===== config.mk =====
export PLATFORM = sky130hd
export DESIGN_NAME = ry420_queue
export DESIGN_NICKNAME = d
export VERILOG_FILES = /design/src/rtl/core/ry420_pkg.sv /design/src/rtl/core/ry420_queue.sv
export SDC_FILE = /design/constraint.sdc
export NUM_CORES = 1
export LEC_CHECK = 0
export BUFFER_PORTS_ARGS = -buffer_cell sky130_fd_sc_hd__buf_2
export CELL_PAD_IN_SITES_DETAIL_PLACEMENT = 0
export CELL_PAD_IN_SITES_GLOBAL_PLACEMENT = 2
export CORE_MARGIN = 2
export CORE_UTILIZATION = 35
export DETAILED_ROUTE_END_ITERATION = 10
export PLACE_DENSITY_LB_ADDON = 0.1
export SLEW_MARGIN = 20
export SYNTH_ARGS = -nofsm -noshare
export SYNTH_HDL_FRONTEND = slang
export SYNTH_SLANG_ARGS = --single-unit

===== constraint.sdc =====
create_clock -name i_clk -period 8.5 [get_ports i_clk]
set_input_delay 0.85 -clock i_clk [delete_from_list [all_inputs] [get_ports i_clk]]
set_output_delay 0.85 -clock i_clk [all_outputs]
set_load 0.03 [all_outputs]

===== src/rtl/core/ry420_pkg.sv =====
// Shared types, constants and arithmetic helpers for the RGB to YUV 4:2:0 converter.
// No dependencies; imported by every module of the block.
package ry420_pkg;

    localparam int CFG_W = 10;

    localparam logic CFG_PAIR_COLUMNS = 1'b0;
    localparam logic CFG_ROW_PAIRS    = 1'b1;

    localparam logic [CFG_W-1:0] PAIR_COLUMNS_RST = 10'd427;
    localparam logic [CFG_W-1:0] ROW_PAIRS_RST    = 10'd240;

    localparam int QUEUE_DEPTH   = 4;
    localparam int QUEUE_PTR_W   = 2;
    localparam int QUEUE_LEVEL_W = 3;

    localparam logic [7:0] Y_K_R = 8'd66;
    localparam logic [7:0] Y_K_G = 8'd129;
    localparam logic [7:0] Y_K_B = 8'd25;

    localparam logic signed [8:0] U_K_R = -9'sd38;
    localparam logic signed [8:0] U_K_G = -9'sd74;
    localparam logic signed [8:0] U_K_B = 9'sd112;
    localparam logic signed [8:0] V_K_R = 9'sd112;
    localparam logic signed [8:0] V_K_G = -9'sd94;
    localparam logic signed [8:0] V_K_B = -9'sd18;

    localparam logic [7:0] LUMA_MIN   = 8'd16;
    localparam logic [7:0] LUMA_MAX   = 8'd235;
    localparam logic [7:0] CHROMA_MIN = 8'd16;
    localparam logic [7:0] CHROMA_MAX = 8'd240;

    typedef struct packed {
        logic [7:0] pixel_red;
        logic [7:0] pixel_green;
        logic [7:0] pixel_blue;
    } t_pixel;

    typedef struct packed {
        logic [7:0] luma;
        logic       chroma_valid;
        logic [7:0] chroma_blue_diff;
        logic [7:0] chroma_red_diff;
        logic       frame_end;
    } t_result;

    typedef struct packed {
        logic [8:0] red;
        logic [8:0] green;
        logic [8:0] blue;
    } t_rgb_sum;

    typedef struct packed {
        t_pixel   pixel;
        t_rgb_sum pair_sum;
        t_rgb_sum line_sum;
        logic     chroma_valid;
        logic     frame_end;
    } t_queue_item;

    typedef struct packed {
        logic [QUEUE_LEVEL_W-1:0] level;
        logic                     empty;
    } t_queue_status;

    function automatic logic [7:0] f_luma(input logic [7:0] r, input logic [7:0] g,
                                          input logic [7:0] b);
        logic [16:0] s;
        logic [8:0]  y;
        s = 17'(Y_K_R) * 17'(r) + 17'(Y_K_G) * 17'(g) + 17'(Y_K_B) * 17'(b) + 17'(128);
        y = {1'b0, s[15:8]} + 9'(LUMA_MIN);
        if (y < 9'(LUMA_MIN)) begin
            return LUMA_MIN;
        end else if (y > 9'(LUMA_MAX)) begin
            return LUMA_MAX;
        end
        return y[7:0];
    endfunction

    // Offset of (128 << 8) + 128 keeps the sum positive, so the shift is plain.
    function automatic logic [7:0] f_chroma(input logic signed [8:0] kr,
                                            input logic signed [8:0] kg,
                                            input logic signed [8:0] kb,
                                            input logic [7:0] r, input logic [7:0] g,
                                            input logic [7:0] b);
        logic signed [18:0] s;
        logic [10:0]        c;
        s = 19'(kr) * 19'($signed({1'b0, r})) + 19'(kg) * 19'($signed({1'b0, g}))
          + 19'(kb) * 19'($signed({1'b0, b})) + 19'(32896);
        c = s[18:8];
        if (c < 11'(CHROMA_MIN)) begin
            return CHROMA_MIN;
        end else if (c > 11'(CHROMA_MAX)) begin
            return CHROMA_MAX;
        end
        return c[7:0];
    endfunction

endpackage


===== src/rtl/core/ry420_queue.sv =====
// Small FIFO between the front end and the back end.
// Holds classified pixel transactions; depends on ry420_pkg.
module ry420_queue (
    input  logic                      i_clk,
    input  logic                      i_rst_n,
    input  logic                      i_push,
    input  ry420_pkg::t_queue_item    i_item,
    input  logic                      i_pop,
    output ry420_pkg::t_queue_item    o_head,
    output ry420_pkg::t_queue_status  o_status
);
    import ry420_pkg::*;

    t_queue_item              r_mem [QUEUE_DEPTH];
    logic [QUEUE_PTR_W-1:0]   r_wr_ptr;
    logic [QUEUE_PTR_W-1:0]   r_rd_ptr;
    logic [QUEUE_LEVEL_W-1:0] r_level;

    always_ff @(posedge i_clk) begin
        if (!i_rst_n) begin
            r_wr_ptr <= '0;
            r_rd_ptr <= '0;
            r_level  <= '0;
        end else begin
            if (i_push) begin
                r_wr_ptr <= r_wr_ptr + QUEUE_PTR_W'(1);
            end
            if (i_pop) begin
                r_rd_ptr <= r_rd_ptr + QUEUE_PTR_W'(1);
            end
            case ({i_push, i_pop})
                2'b10:   r_level <= r_level + QUEUE_LEVEL_W'(1);
                2'b01:   r_level <= r_level - QUEUE_LEVEL_W'(1);
                default: r_level <= r_level;
            endcase
        end
    end

    always_ff @(posedge i_clk) begin
        if (i_push) begin
            r_mem[r_wr_ptr] <= i_item;
        end
    end

    assign o_head         = r_mem[r_rd_ptr];
    assign o_status.level = r_level;
    assign o_status.empty = (r_level == '0);

endmodule


[Word-level counts from Yosys, hierarchy flattened]
Memories as Yosys holds them, arrays and structs flattened. A register that Yosys moved wholly into a read port is not among the register bits.
Cells that the tools add are included.
Word-level totals
  register bits after elaboration: 7
  memory bits (writable): 320
  output and inout port bits: 84
  word-level logic and storage cells: 17
  memories: 1
Operators by class
  add/sub/neg operators: 4
  equality and inequality tests: 2
  multiplexer cells: 5
  reductions and logical operators: 2
Memory list
  r_mem: depth 4, bits a word 80, read ports 1, clocked after Yosys merged registers in 1, wr ports 1, line ry420_queue.sv:14  | t_queue_item r_mem [QUEUE_DEPTH];
Operators by type and width (number)
  case mux 3 bit (2 select lines): 1
  adder 2 x 1 -> 2 bit (second input constant): 2
  2-to-1 mux 2 bit: 2
  adder 3 x 1 -> 3 bit (second input constant): 1
  zero test 3 bit: 1
  subtractor 3 x 1 -> 3 bit (second input constant): 1
  equality test 2 x 1 -> 1 bit (second input constant): 1
  equality test 2 bit (second input constant): 1
  2-to-1 mux 1 bit: 2
  nonzero test 2 bit: 1

[Depth between registers and ports, before layout]
Gate-level depths: netlist of run 1.
  word-level depth: 3
  depth in mapped cells: 7

[Least setup slack after synthesis of run 1]
No wires, ideal clock.
  kind: in2reg
  start point: in i_push
  end point: mem r_mem[0][0] (netlist name) (enable)
  library setup time: 0.447 ns
  data arrival time: 2.713 ns
  data required time: 8.053 ns
  path slack: 5.340 ns
  cell stages on the path: 1
  cells stage by stage: and2_1
On the way
  word-level cells in the longest chain between the ends: 2
Ends and longest elaborated chain
  start, declared: line ry420_queue.sv:6  | input logic i_push,
  2-to-1 mux 1 bit: line ry420_queue.sv:40  | if (i_push) begin
  2-to-1 mux 1 bit (implied by the code): line ry420_queue.sv:41  | r_mem[r_wr_ptr] <= i_item;
  end, declared: line ry420_queue.sv:14
Every way passes these cells.

==> results.cfg, run 1 <==
[run_status]
status = completed

[synthesis]
ys_seq_area_share_pct = 81.1
yosys.area.top_type = edfxtp_1
netlist_area_um2 = 12100
syn_nets = 553
syn_avg_cell_area_um2 = 26.1
synth-edff-count = 320
synth-async-reset-ratio_pct = 0
ys.warnings.count = 0
synth.area.top_cells = edfxtp_1, mux4_2, dfxtp_1, buf_12, and2_1
yosysMostFrequentCell = edfxtp_1
synth_top_area_share_pct = 79.6
ys_ff_latch = 329
syn-instance-count = 463
synth_cell_types = 20
dominantRegCellSynth = edfxtp_1
synth_common_cells = edfxtp_1, mux4_2, and2_1

[timing]
worst_pin_slew_ps = 962
drv_slew = 0
max_freq_mhz = 252
skew_ps = 16.0
layout_min_cycle_time_ps = 3980
finalSetupTns_ps = 0
rsz0062_at_grt = no
finalHoldViolCount = 0
setup_violations = 0
whs_ps = 530
fin_ws_ps = 4520
fin_crit_sh_pct = 46.8
relSlewSlack_pct = 35.9

[clock_network]
postCtsResizedCells = 0
cts.sinks = 329
clk_pin_slew_ps = 50
insertion_delay_ps = 510
cts_root_buffer = clkbuf_16
cts-hold-fix-buffers = 0
ctsHtreeMaxLevel = 2
numCtsBuffers = 37
cts_tree = yes
cts_setup_buffers = 0
cts_max_path_buffers = 3

[worst_setup_path]
r2r_slack_ps = 6240
worstRegToRegCells = 4
end_kind = output port
regToRegStartpoint = r_wr_ptr[0]
crit_chain = buf_4 > mux4_2 > buf_2
critPathMaxStageDelay_ps = 870
required_ps = 7650
arrival_ps = 3130
path_max_fanout = 45
crit_slowest_cell = dfxtp_4
start_kind = flip-flop
path_class = flip-flop to output port
r2r-end = r_mem[0][5]

[die]
die-area_um2 = 36000
die_h_um = 190
row_count = 68
start_util_pct = 35.2
ios = 168
die_width_um = 190
design.core.area_um2 = 34300

[placed_design]
hpwl_um = 13500
post_dp_cell_area_um2 = 13300
dp_cells = 1073
portBuffers = 167
gp_congestion = 0.668
dp_slack_ps = 4890

[route]
routedWlPerCell_um = 20.5
firstDrtPassIters = 4
route.detailed.drc = 0
vias = 5322
routed_via_density = 4.66
drt-total-wl_um = 23400
drt-initial-drc-count = 272
postRouteAntennaNets = 0

[global_route]
grt_pass1_vias = 5816
grt.total_usage_pct = 13.2
grt_pass1_wl_um = 35500
antenna_found_initial = 3
grt_start_max_net_pins = 48
gr-total-overflow = 0

[min_path]
hp-class = flip-flop to flip-flop
worstHoldEndpoint = r_level[2]
min-delay-start = r_level[2]
hold_depth = 2

[final_layout]
syn_to_final_growth_pct = 20.0
diodes = 0
fin_area_um2 = 14500
stdcell_count = 1141
fin_util_pct = 42.2
nNetsFinal = 747
drive_gt1_share_pct = 45.2

[power_and_ir_drop]
p_leak_nw = 4.84
total_power_mw = 3.81
powerDensity_nw_per_um2 = 263
irDropWorstVdd_mv = 0.121

[job]
drv_cap = 0
==> state kept, by name, summed over array words and instances (netlist names), named ones only <==
register	count
r_rd_ptr	2
r_wr_ptr	2
r_mem	320
r_level	3
==> how the worst max path moves through the flow <==
stage,from,endpoint,slack (ps)
detailed placement,flip-flop,o_head[39],4890
CTS,flip-flop,o_head[39],4340
finish,flip-flop,o_head[8],4520
global route,flip-flop,o_head[38],4180
global placement,flip-flop,o_head[39],4880
floorplan,i_push,r_mem[0][0],5340
==> logic make-up after synthesis <==
| group | count (synthesis) | share of synthesized area (%) |
|---|---|---|
| compound gates | 3 | 0.145 |
| xor+xnor | 5 | 0.363 |
| fa+ha+maj | 6 | 0.684 |
| buf+inv | 24 | 1.97 |
| flops | 329 | 81.1 |
| mux | 81 | 15.0 |
| simple gates | 15 | 0.726 |
==> layout by cell type, fill, tap and decap left out <==
cell and count:
and2_1 6, dfxtp_1 7, inv_6 2, clkinv_1 13
dfxtp_4 2, mux2i_1 1, mux4_2 80, buf_2 167
buf_4 6, inv_1 6, clkbuf_1 4, or3_1 1
edfxtp_1 320, nor2b_1 1, nor3_1 1, xor2_1 3
fa_1 1, clkbuf_16 39, and2_4 4, clkinv_2 7
ha_1 5, xnor2_1 2, o21ai_0 2, bufinv_16 2
a21boi_0 1, nand2_1 2, clkinvlp_4 1
==> power breakdown <==
part / internal, mW / switching (mW) / leakage [nW]
Sequential: 1.86 / 0.0336 / 3.01
Combinational: 0.151 / 0.265 / 1.26
Clock: 0.894 / 0.600 / 0.571
Total: 2.91 / 0.899 / 4.84
==> per-layer routing <==
layer / GRT usage [%] / up-vias / wire length [um]
li1: - / 2369 / -
met1: 17.2 / 2772 / 10000
met2: 21.6 / 134 / 11500
met3: 3.74 / 41 / 1390
met4: 3.73 / 6 / 432
met5: 0 / - / 37
==> critical path: cells and delay by family (launching register included) <==
kind     cells  cell delay (ps)
mux          1              620
buf+inv      2             1010
flops        1              870
==> final cells by class <==
type	count	area, um2
fillers	3027	19800
flip-flops and latches	329	9800
multi-input cells	110	2050
clock buffers	43	991
repair buffers	173	881
well taps	455	569
clock inverters	25	169
inverters	6	22.5
No activity file was read; power rests on OpenSTA's default activity.
==> run 2: changes to the inputs <==
- clock period: 8.5 -> 3.4 ns (I/O delays scaled with it)
==> results.cfg, run 2 (synthesized netlist as in run 1, its figures left out) <==
[run_status]
status = completed

[clock_network]
ctsHtreeMaxLevel = 2
cts.sinks = 329
cts_tree = yes
cts-hold-fix-buffers = 0
cts_max_path_buffers = 3
numCtsBuffers = 37
cts_setup_buffers = 0
clk_pin_slew_ps = 50
cts_root_buffer = clkbuf_16
postCtsResizedCells = 0
insertion_delay_ps = 510

[die]
design.core.area_um2 = 34300
die_h_um = 190
start_util_pct = 35.2
die-area_um2 = 36000
ios = 168
row_count = 68
die_width_um = 190

[placed_design]
gp_congestion = 0.655
hpwl_um = 13500
portBuffers = 167
dp_cells = 1074

[route]
routed_via_density = 4.72
vias = 5387
postRouteAntennaNets = 0
route.detailed.drc = 0
routedWlPerCell_um = 20.7
firstDrtPassIters = 4
drt-total-wl_um = 23600
drt-initial-drc-count = 362

[global_route]
grt_pass1_vias = 5917
grt.total_usage_pct = 13.3
grt_start_max_net_pins = 47
gr-total-overflow = 0
antenna_found_initial = 3
grt_pass1_wl_um = 35500

[timing]
worst_pin_slew_ps = 843
relSlewSlack_pct = 43.8
max_freq_mhz = 374
setup_violations = 0
finalHoldViolCount = 0
fin_crit_sh_pct = 78.6
finalSetupTns_ps = 0
whs_ps = 42.3
skew_ps = 17.1
drv_slew = 0
rsz0062_at_grt = no
layout_min_cycle_time_ps = 2670

[worst_setup_path]
crit_path_end = o_head[15]
arrival_ps = 2330
worstRegToRegCells = 3
crit_slowest_cell = dfxtp_4
critPathMaxStageDelay_ps = 590
start_kind = flip-flop
end_kind = output port
r2r_slack_ps = 1450
path_class = flip-flop to output port
required_ps = 3060
r2r-end = r_mem[1][21]
path_max_fanout = 19
crit_chain = buf_4 > mux4_2 > buf_2
regToRegStartpoint = r_wr_ptr[0]

[job]
drv_cap = 0

[power_and_ir_drop]
p_leak_nw = 4.88
irDropWorstVdd_mv = 0.356
total_power_mw = 9.60
powerDensity_nw_per_um2 = 658

[final_layout]
fill_cells = 3003
top_register = r_mem
fin_util_pct = 42.5
final_cell_mix = edfxtp_1, buf_2, mux4_2
syn_to_final_growth_pct = 20.9
drive_gt1_share_pct = 45.6
stdcell_count = 1141
largest_register_ffs = 320
largest_registers = r_mem: 320 flops, r_level: 3 flops
mostFrequentLayoutCell = edfxtp_1
nNetsFinal = 748

[min_path]
min-delay-start = i_item[25]
hp-class = input port to flip-flop
hold_depth = 1
[run 2: final cells by class]
cell class	instances	area [um2]	area share, %
Timing Repair Buffer	174	963	6.60
Clock inverter	23	191	1.31
Sequential cell	329	9800	67.2
Inverter	6	22.5	0.154
Clock buffer	42	987	6.77
Multi-Input combinational cell	110	2050	14.1
Tap cell	455	569	3.90
Antenna cell	2	5.00	0.0343
[run 2: how the worst min path moves through the flow]
stage,endpoint,slack (ps)
final,r_mem[1][25],40
after global routing,r_mem[3][54],20
after CTS,r_mem[0][8],10
after detailed placement,r_level[2],540
after global placement,r_level[2],520
after floorplan,r_mem[0][0],440
[run 2: report_power, final]
group          total [mW]  switching, mW  internal, mW  leakage (nW)
Sequential           4.73         0.0738          4.66          3.01
Clock                3.81           1.50          2.31         0.584
Combinational        1.07          0.673         0.392          1.28
Total                9.60           2.24          7.36          4.88
[run 2: worst max-delay path: cells and delay by family (launching register included)]
family   cells  cell delay (ps)
buf+inv      2              640
flops        1              590
mux          1              570
[run 2: metrics by stage]
step	worst slack (ps)	area, um2
global route	503	14600
detailed placement	1170	13400
CTS	614	14600
global placement	1160	13400
floorplan	549	12100
finish	729	14600
[run 2: per-layer routing]
| metal | part of all wire [%] | track usage [%] |
|---|---|---|
| met1 | 40 | 16.2 |
| met2 | 51 | 23.0 |
| met3 | 6.4 | 3.43 |
| met4 | 2.5 | 4.50 |
| met5 | 0.076 | 0 |
