### config.mk
export PLATFORM = sky130hd
export DESIGN_NAME = ry420_back
export DESIGN_NICKNAME = d
export VERILOG_FILES = /design/src/rtl/core/ry420_pkg.sv /design/src/rtl/core/ry420_back.sv
export SDC_FILE = /design/constraint.sdc
export NUM_CORES = 1
export LEC_CHECK = 0
export BUFFER_PORTS_ARGS = -buffer_cell sky130_fd_sc_hd__buf_2
export CAP_MARGIN = 10
export CORE_MARGIN = 10
export CORE_UTILIZATION = 40
export DETAILED_ROUTE_END_ITERATION = 16
export PLACE_DENSITY_LB_ADDON = 0.05
export SKIP_CTS_REPAIR_TIMING = 1
export SLEW_MARGIN = 20
export SYNTH_ARGS = -nofsm -noshare
export SYNTH_HDL_FRONTEND = slang
export SYNTH_SLANG_ARGS = --single-unit
### constraint.sdc
create_clock -name i_clk -period 10.3 [get_ports i_clk]
set_input_delay 2.06 -clock i_clk [delete_from_list [all_inputs] [get_ports i_clk]]
set_output_delay 2.06 -clock i_clk [all_outputs]
set_load 0.05 [all_outputs]
### src/rtl/core/ry420_pkg.sv
// Shared types, constants and arithmetic helpers for the RGB to YUV 4:2:0 converter.
// No dependencies; imported by every module of the block.
package ry420_pkg;

    localparam int CFG_W = 10;

    localparam logic CFG_PAIR_COLUMNS = 1'b0;
    localparam logic CFG_ROW_PAIRS    = 1'b1;

    localparam logic [CFG_W-1:0] PAIR_COLUMNS_RST = 10'd427;
    localparam logic [CFG_W-1:0] ROW_PAIRS_RST    = 10'd240;

    localparam int QUEUE_DEPTH   = 4;
    localparam int QUEUE_PTR_W   = 2;
    localparam int QUEUE_LEVEL_W = 3;

    localparam logic [7:0] Y_K_R = 8'd66;
    localparam logic [7:0] Y_K_G = 8'd129;
    localparam logic [7:0] Y_K_B = 8'd25;

    localparam logic signed [8:0] U_K_R = -9'sd38;
    localparam logic signed [8:0] U_K_G = -9'sd74;
    localparam logic signed [8:0] U_K_B = 9'sd112;
    localparam logic signed [8:0] V_K_R = 9'sd112;
    localparam logic signed [8:0] V_K_G = -9'sd94;
    localparam logic signed [8:0] V_K_B = -9'sd18;

    localparam logic [7:0] LUMA_MIN   = 8'd16;
    localparam logic [7:0] LUMA_MAX   = 8'd235;
    localparam logic [7:0] CHROMA_MIN = 8'd16;
    localparam logic [7:0] CHROMA_MAX = 8'd240;

    typedef struct packed {
        logic [7:0] pixel_red;
        logic [7:0] pixel_green;
        logic [7:0] pixel_blue;
    } t_pixel;

    typedef struct packed {
        logic [7:0] luma;
        logic       chroma_valid;
        logic [7:0] chroma_blue_diff;
        logic [7:0] chroma_red_diff;
        logic       frame_end;
    } t_result;

    typedef struct packed {
        logic [8:0] red;
        logic [8:0] green;
        logic [8:0] blue;
    } t_rgb_sum;

    typedef struct packed {
        t_pixel   pixel;
        t_rgb_sum pair_sum;
        t_rgb_sum line_sum;
        logic     chroma_valid;
        logic     frame_end;
    } t_queue_item;

    typedef struct packed {
        logic [QUEUE_LEVEL_W-1:0] level;
        logic                     empty;
    } t_queue_status;

    function automatic logic [7:0] f_luma(input logic [7:0] r, input logic [7:0] g,
                                          input logic [7:0] b);
        logic [16:0] s;
        logic [8:0]  y;
        s = 17'(Y_K_R) * 17'(r) + 17'(Y_K_G) * 17'(g) + 17'(Y_K_B) * 17'(b) + 17'(128);
        y = {1'b0, s[15:8]} + 9'(LUMA_MIN);
        if (y < 9'(LUMA_MIN)) begin
            return LUMA_MIN;
        end else if (y > 9'(LUMA_MAX)) begin
            return LUMA_MAX;
        end
        return y[7:0];
    endfunction

    // Offset of (128 << 8) + 128 keeps the sum positive, so the shift is plain.
    function automatic logic [7:0] f_chroma(input logic signed [8:0] kr,
                                            input logic signed [8:0] kg,
                                            input logic signed [8:0] kb,
                                            input logic [7:0] r, input logic [7:0] g,
                                            input logic [7:0] b);
        logic signed [18:0] s;
        logic [10:0]        c;
        s = 19'(kr) * 19'($signed({1'b0, r})) + 19'(kg) * 19'($signed({1'b0, g}))
          + 19'(kb) * 19'($signed({1'b0, b})) + 19'(32896);
        c = s[18:8];
        if (c < 11'(CHROMA_MIN)) begin
            return CHROMA_MIN;
        end else if (c > 11'(CHROMA_MAX)) begin
            return CHROMA_MAX;
        end
        return c[7:0];
    endfunction

endpackage

### src/rtl/core/ry420_back.sv
// Two-stage back end: luma and 2x2 averaging, then chroma math into the output register.
// Pops transactions from the queue; depends on ry420_pkg.
module ry420_back (
    input  logic                      i_clk,
    input  logic                      i_rst_n,
    input  ry420_pkg::t_queue_item    i_head,
    input  ry420_pkg::t_queue_status  i_status,
    output logic                      o_pop,
    output logic                      o_valid,
    input  logic                      i_stall,
    output ry420_pkg::t_result        o_result
);
    import ry420_pkg::*;

    logic       r_b1_valid;
    logic [7:0] r_b1_luma;
    logic [7:0] r_b1_avg_r;
    logic [7:0] r_b1_avg_g;
    logic [7:0] r_b1_avg_b;
    logic       r_b1_chroma;
    logic       r_b1_frame_end;
    logic       r_out_valid;
    t_result    r_out;

    logic       w_advance;
    logic [9:0] w_tot_r;
    logic [9:0] w_tot_g;
    logic [9:0] w_tot_b;

    assign w_advance = !r_out_valid || !i_stall;
    assign o_pop     = w_advance && !i_status.empty;

    assign w_tot_r = 10'(i_head.pair_sum.red) + 10'(i_head.line_sum.red);
    assign w_tot_g = 10'(i_head.pair_sum.green) + 10'(i_head.line_sum.green);
    assign w_tot_b = 10'(i_head.pair_sum.blue) + 10'(i_head.line_sum.blue);

    always_ff @(posedge i_clk) begin
        if (!i_rst_n) begin
            r_b1_valid  <= 1'b0;
            r_out_valid <= 1'b0;
        end else if (w_advance) begin
            r_b1_valid  <= o_pop;
            r_out_valid <= r_b1_valid;
        end
    end

    always_ff @(posedge i_clk) begin
        if (w_advance) begin
            r_b1_luma      <= f_luma(i_head.pixel.pixel_red, i_head.pixel.pixel_green,
                                     i_head.pixel.pixel_blue);
            r_b1_avg_r     <= w_tot_r[9:2];
            r_b1_avg_g     <= w_tot_g[9:2];
            r_b1_avg_b     <= w_tot_b[9:2];
            r_b1_chroma    <= i_head.chroma_valid;
            r_b1_frame_end <= i_head.frame_end;

            r_out.luma         <= r_b1_luma;
            r_out.chroma_valid <= r_b1_chroma;
            r_out.frame_end    <= r_b1_frame_end;
            if (r_b1_chroma) begin
                r_out.chroma_blue_diff <= f_chroma(U_K_R, U_K_G, U_K_B,
                                                   r_b1_avg_r, r_b1_avg_g, r_b1_avg_b);
                r_out.chroma_red_diff  <= f_chroma(V_K_R, V_K_G, V_K_B,
                                                   r_b1_avg_r, r_b1_avg_g, r_b1_avg_b);
            end else begin
                r_out.chroma_blue_diff <= '0;
                r_out.chroma_red_diff  <= '0;
            end
        end
    end

    assign o_valid  = r_out_valid;
    assign o_result = r_out;

endmodule

# --- After elaboration in Yosys (flattened, before gate mapping) ---
# Cells that the tools add are included.
op_classes:
  add_sub_neg: 13
  n_mul: 9
  n_div: 0
  n_lt_le_gt_ge: 6
  eq_ne: 0
  n_shift: 0
  mux: 20
  bitwise: 0
  n_reduce_logical: 5
ops:
  columns: ["operator", "n"]
  rows:
  - ["two-way mux 8 bit", 9]
  - ["adder 19 x 17 -> 19 bit (second input constant)", 2]
  - ["adder 16 x 17 -> 18 bit", 2]
  - ["multiplier 7 x 9 -> 16 bit (first input constant)", 2]
  - ["adder 9 x 9 -> 10 bit", 3]
  - ["> comparator 11 x 8 -> 1 bit (second input constant)", 2]
  - ["less-than comparator 11 x 5 -> 1 bit (second input constant)", 2]
  - ["multiplier 3 x 8 -> 11 bit (first input constant)", 2]
  - ["adder 18 x 15 -> 19 bit", 1]
  - ["adder 18 x 16 -> 19 bit", 1]
  - ["adder 15 x 16 -> 16 bit", 1]
  - ["adder 16 x 13 -> 16 bit", 1]
  - ["adder 16 x 8 -> 16 bit (second input constant)", 1]
  - ["multiplier 8 x 8 -> 16 bit (first input constant)", 1]
  - ["multiplier 6 x 9 -> 15 bit (first input constant)", 1]
  - ["multiplier 5 x 9 -> 14 bit (first input constant)", 1]
  - ["multiplier 6 x 8 -> 14 bit (first input constant)", 1]
  - ["multiplier 5 x 8 -> 13 bit (first input constant)", 1]
  - ["two-way mux 1 bit", 11]
  - ["adder 8 x 5 -> 9 bit (second input constant)", 1]
  - ["> comparator 9 x 8 -> 1 bit (second input constant)", 1]
  - ["less-than comparator 9 x 5 -> 1 bit (second input constant)", 1]
  - ["zero test 1 bit", 3]
  - ["logical AND 1 bit", 1]
  - ["logical OR 1 bit", 1]
word_totals:
  ff_bits: 62
  latch_bits: 0
  mem_bits_rw: 0
  mem_bits_ro: 0
  input_bits: 87
  output_inout_bits: 28
  wordCells: 66
  n_memories: 0

# --- Longest topological paths before layout ---
depth:
  word_depth: 10
  ltp_mapped: 31
  mapped_depth_nobuf: 31

# --- Worst setup path before layout ---
# Ideal clock, no wire load.
synth_path:
  kind: "input to register"
  startpoint: "input port i_head[74] (netlist bit)"
  endpoint: "register r_b1_luma[2] (data pin)"
  setup_time_ns: 0.255
  t_arrival_ns: 7.741
  required_ns: 10.045
  setup_slack_ns: 2.304
  cell_stages: 23
  n_path_buf: 0
  path_cell_list: "ha_1 ha_1 ha_1 inv_1 fa_1 xnor2_1 ha_1 fa_1 fa_1 inv_1 fa_1 inv_1 ha_1 ha_1 or3_1 a211oi_1 nor2_1 xnor2_2 ha_1 a21o_1 a211oi_1 a32oi_1 and3_1"
synth_via:
  elab_chain_cells: 10
  elab_cells_between_ends: 12
  cone_classes: "add/sub: 4; mul: 1; order compare: 2; mux: 5"
synth_rtl:
  columns: ["item", "line", "source"]
  rows:
  - ["start: declaration", "ry420_back.sv:6", "input ry420_pkg::t_queue_item i_head,"]
  - ["multiplier 6 x 8 -> 14 bit *", "ry420_pkg.sv:70", "s = 17'(Y_K_R) * 17'(r) + 17'(Y_K_G) * 17'(g) + 17'(Y_K_B) * 17'(b) + 17'(128);"]
  - ["adder 15 x 16 -> 16 bit *", "ry420_pkg.sv:70", null]
  - ["adder 16 x 13 -> 16 bit *", "ry420_pkg.sv:70", null]
  - ["adder 16 x 8 -> 16 bit *", "ry420_pkg.sv:70", null]
  - ["adder 8 x 5 -> 9 bit *", "ry420_pkg.sv:71", "y = {1'b0, s[15:8]} + 9'(LUMA_MIN);"]
  - ["> comparator 9 x 8 -> 1 bit", "ry420_pkg.sv:74", "end else if (y > 9'(LUMA_MAX)) begin"]
  - ["two-way mux 1 bit", "ry420_pkg.sv:74", null]
  - ["two-way mux 1 bit", "ry420_pkg.sv:72", "if (y < 9'(LUMA_MIN)) begin"]
  - ["two-way mux 1 bit", "ry420_back.sv:48", "if (w_advance) begin"]
  - ["two-way mux 8 bit *", "ry420_pkg.sv:77", "return y[7:0];"]
  - ["end signal: assignment", "ry420_back.sv:49", "r_b1_luma <= f_luma(i_head.pixel.pixel_red, i_head.pixel.pixel_green,"]
  - ["end: declaration", "ry420_back.sv:16", "logic [7:0] r_b1_luma;"]
# Every way passes the cells marked *; elsewhere a longest branch is shown, timed or not. The select of a mux whose other input is x is not followed.
# A chain may end at the register's enable or synchronous reset.

# --- Worst setup path in the final report ---
# Same ends and word-level chain as after synthesis.

==> run metrics <==
Antenna diodes=0; syn nets=1,738; I/O Buffers=111; reg2reg setup slack=3.19 ns; EDFF count, synth=60; most frequent CP cell=ha_1; Clock Pin Slew Worst Setup and Hold Paths=0.07 ns; Post-Synth XOR/XNOR Area=0.0615; Critical Path Source Type=primary input; syn avg cell area=~9.9 um2; global-route wire length before repair=43,800 um; crit path time final=8.32 ns; Worst setup endpoint=r_b1_luma[2]$_SDFFCE_PN0N_; Worst Max-Slew Pin Slew=between 0.8 and 0.9 ns; Horiz. Die Dim=194 um; final hold vios=0; IO Pins=115; most frequent cells in the layout=ha_1, inv_1, buf_2; FF-to-FF End=o_result[3]$_SDFFCE_PP0N_; Setup crit end kind=register; status=finished clean; DRT Wirelength=26,100 um; drc violations=0; post-synthesis compound-gate area fraction=0.118; Critical Path Max Stage Delay=around 0.53 ns; Iter 0 DRT Violations=about 280; Synth area leader=ha_1; fmax=between 0.1 and 0.15 GHz; final setup TNS=0 ns; largest net degree at the start of global routing=61; initial antenna violation count=0; First-pass DRT Iterations=4; commonest non-fill, non-tap cell in the layout=ha_1; antenna viol nets, final=0; cell breakdown of the critical path=buf_2, ha_1, ha_1, ha_1, inv_1, fa_1, xnor2_1, ha_1, fa_1, fa_1, inv_1, fa_1, inv_1, ha_1, ha_1, or3_1, a211oi_1, nor2_1, xnor2_2, ha_1, a21o_1, a211oi_1, a32oi_1, and3_1; path category of the worst min-delay check=register to register; r2r startpoint=r_b1_avg_b[3]$_DFFE_PN_; Vert. Die Dim=194 um; number of max-cap violations=0; row count=between 60 and 70; Finish-stage setup viols=0; vias per cell=4.82; Nets=1,852; CTS max path bufs=2; GRT Total Usage=0.141; Layout fillers=~3,000; multi-input logic area=9250 um2; Cells after Synth=1,224; post-synthesis adder-cell area fraction=0.511; RSZ-0062 raised after global routing=no; H-tree depth=3; CTS Buf Count=9; largest cells by area after synthesis=ha_1, fa_1, edfxtp_1; largest family of logic cells by synthesized area=adder cells; Yosys cell types=65; post-synthesis sequential area ratio=0.153; max-slew violations=0; Synth Area in Simple Gates=0.0756; core area=slightly below 30,000 um2; fraction of synthesized area in multiplexers=0.000830; top cell type's share of synthesized area=0.331; Synth Cell Area=12,100 um2; worst rel slew slack=0.457; fin crit share=0.807; crit path from=i_head[74]; wire length per cell=~15 um; number of global-route vias before repair=8,670; Post-synth ARST share=0; via count=8,354; CP max-delay cell=fa_1; post-DP HPWL=23,000 um; layout cells sized above 1=0.104; CP Class=primary input to register; Critical Path RT=around 10 ns; yosys warns=0; TritonCTS clock tree=built; r2r worst-path depth=27; die area=37,500 um2; register area=approximately 1800 um2; Placer Congestion=0.802; Fin Clk Skew=0.0185 ns; Starting Density=0.406; global route overflow=0; Fin Hold WS=0.409 ns; crit path max fanout=8; number of synthesized register bits=62; Root Driver=clkbuf_16; clock latency on the worst-skew pair=between 0.3 and 0.4 ns; clock sinks=62; top_reg_cell synth=edfxtp_1; P&R area growth vs syn=10.6%; crit path DAT=8.41 ns
stage by stage:
stage | area, um2 | setup slack [ns] | utilization | cells
global placement | 13100 | 1.67 | 0.440 | 1717
CTS | 13300 | 1.96 | 0.449 | 1733
finish | 13300 | 1.98 | 0.449 | 1733
global route | 13300 | 1.53 | 0.449 | 1733
detailed placement | 13100 | 1.62 | 0.440 | 1717
floorplan | 12100 | 2.30 | - | 1224
final cells by class:
| class | count | area share |
|---|---|---|
| inverters | 245 | 0.0690 |
| clock inverters | 7 | 0.00366 |
| repair buffers | 112 | 0.0422 |
| multi-input cells | 908 | 0.694 |
| flip-flops and latches | 62 | 0.138 |
| clock buffers | 9 | 0.0169 |
| well taps | 390 | 0.0366 |
worst max-delay path: cells and delay by family:
family,cells,cell delay [ns]
buf+inv,4,0.28
xor+xnor,2,0.49
simple gates,3,0.71
compound gates,4,1.01
fa+ha+maj,11,3.85
cells by family after synthesis:
group / after synthesis
mux: 1
xor+xnor: 83
simple gates: 183
fa+ha+maj: 428
flops: 62
buf+inv: 254
compound gates: 213
how the worst min path moves through the flow:
stage / startpoint / to / slack [ns] / cells past startpoint
finish: r_b1_luma[0]$_DFFE_PN_ / o_result[18]$_DFFE_PN_ / 0.41 / 0
global route: r_b1_luma[0]$_DFFE_PN_ / o_result[18]$_DFFE_PN_ / 0.43 / 0
CTS: r_b1_luma[0]$_DFFE_PN_ / o_result[18]$_DFFE_PN_ / 0.41 / 0
detailed placement: r_b1_luma[7]$_DFFE_PN_ / o_result[25]$_DFFE_PN_ / 0.41 / 0
global placement: r_b1_frame_end$_DFFE_PN_ / o_result[0]$_DFFE_PN_ / 0.40 / 0
floorplan: r_b1_frame_end$_DFFE_PN_ / o_result[0]$_DFFE_PN_ / 0.40 / 0
flip-flops by register name, summed over array words and instances (netlist names):
name            cells
r_b1_luma           8
r_b1_chroma         1
r_b1_valid          1
r_b1_avg_b          8
o_result           26
r_b1_avg_g          8
r_b1_avg_r          8
r_b1_frame_end      1
o_valid             1
per-layer routing:
layer	up-vias	part of all wire	routed length [um]	GRT usage
met5	-	0	0	0
met4	0	0.012	310	0.0292
met3	18	0.029	761	0.0220
met2	101	0.43	11300	0.221
met1	3832	0.53	13800	0.200
li1	4403	-	-	-
Yosys cell counts (3+ instances only):
cell type	n
a211o_1	4
nor4_1	10
o21ai_1	7
inv_1	244
o211ai_1	5
nor2_1	61
a31oi_1	14
xnor2_1	62
clkbuf_1	5
o21a_1	21
o21ai_0	20
a211oi_1	4
nand2_1	25
or3_1	3
a21o_1	20
edfxtp_1	60
nand2b_1	11
xor2_1	19
and3_1	6
ha_1	319
nor3_1	25
and2_1	4
a21oi_1	65
o21bai_1	24
fa_1	108
o31ai_1	3
o2111ai_1	4
nand4_1	3
nor2b_1	14
nand3_1	7
Power is not shown: default switching activity piles up to over one toggle a cycle in this logic, so the estimate is an artifact.
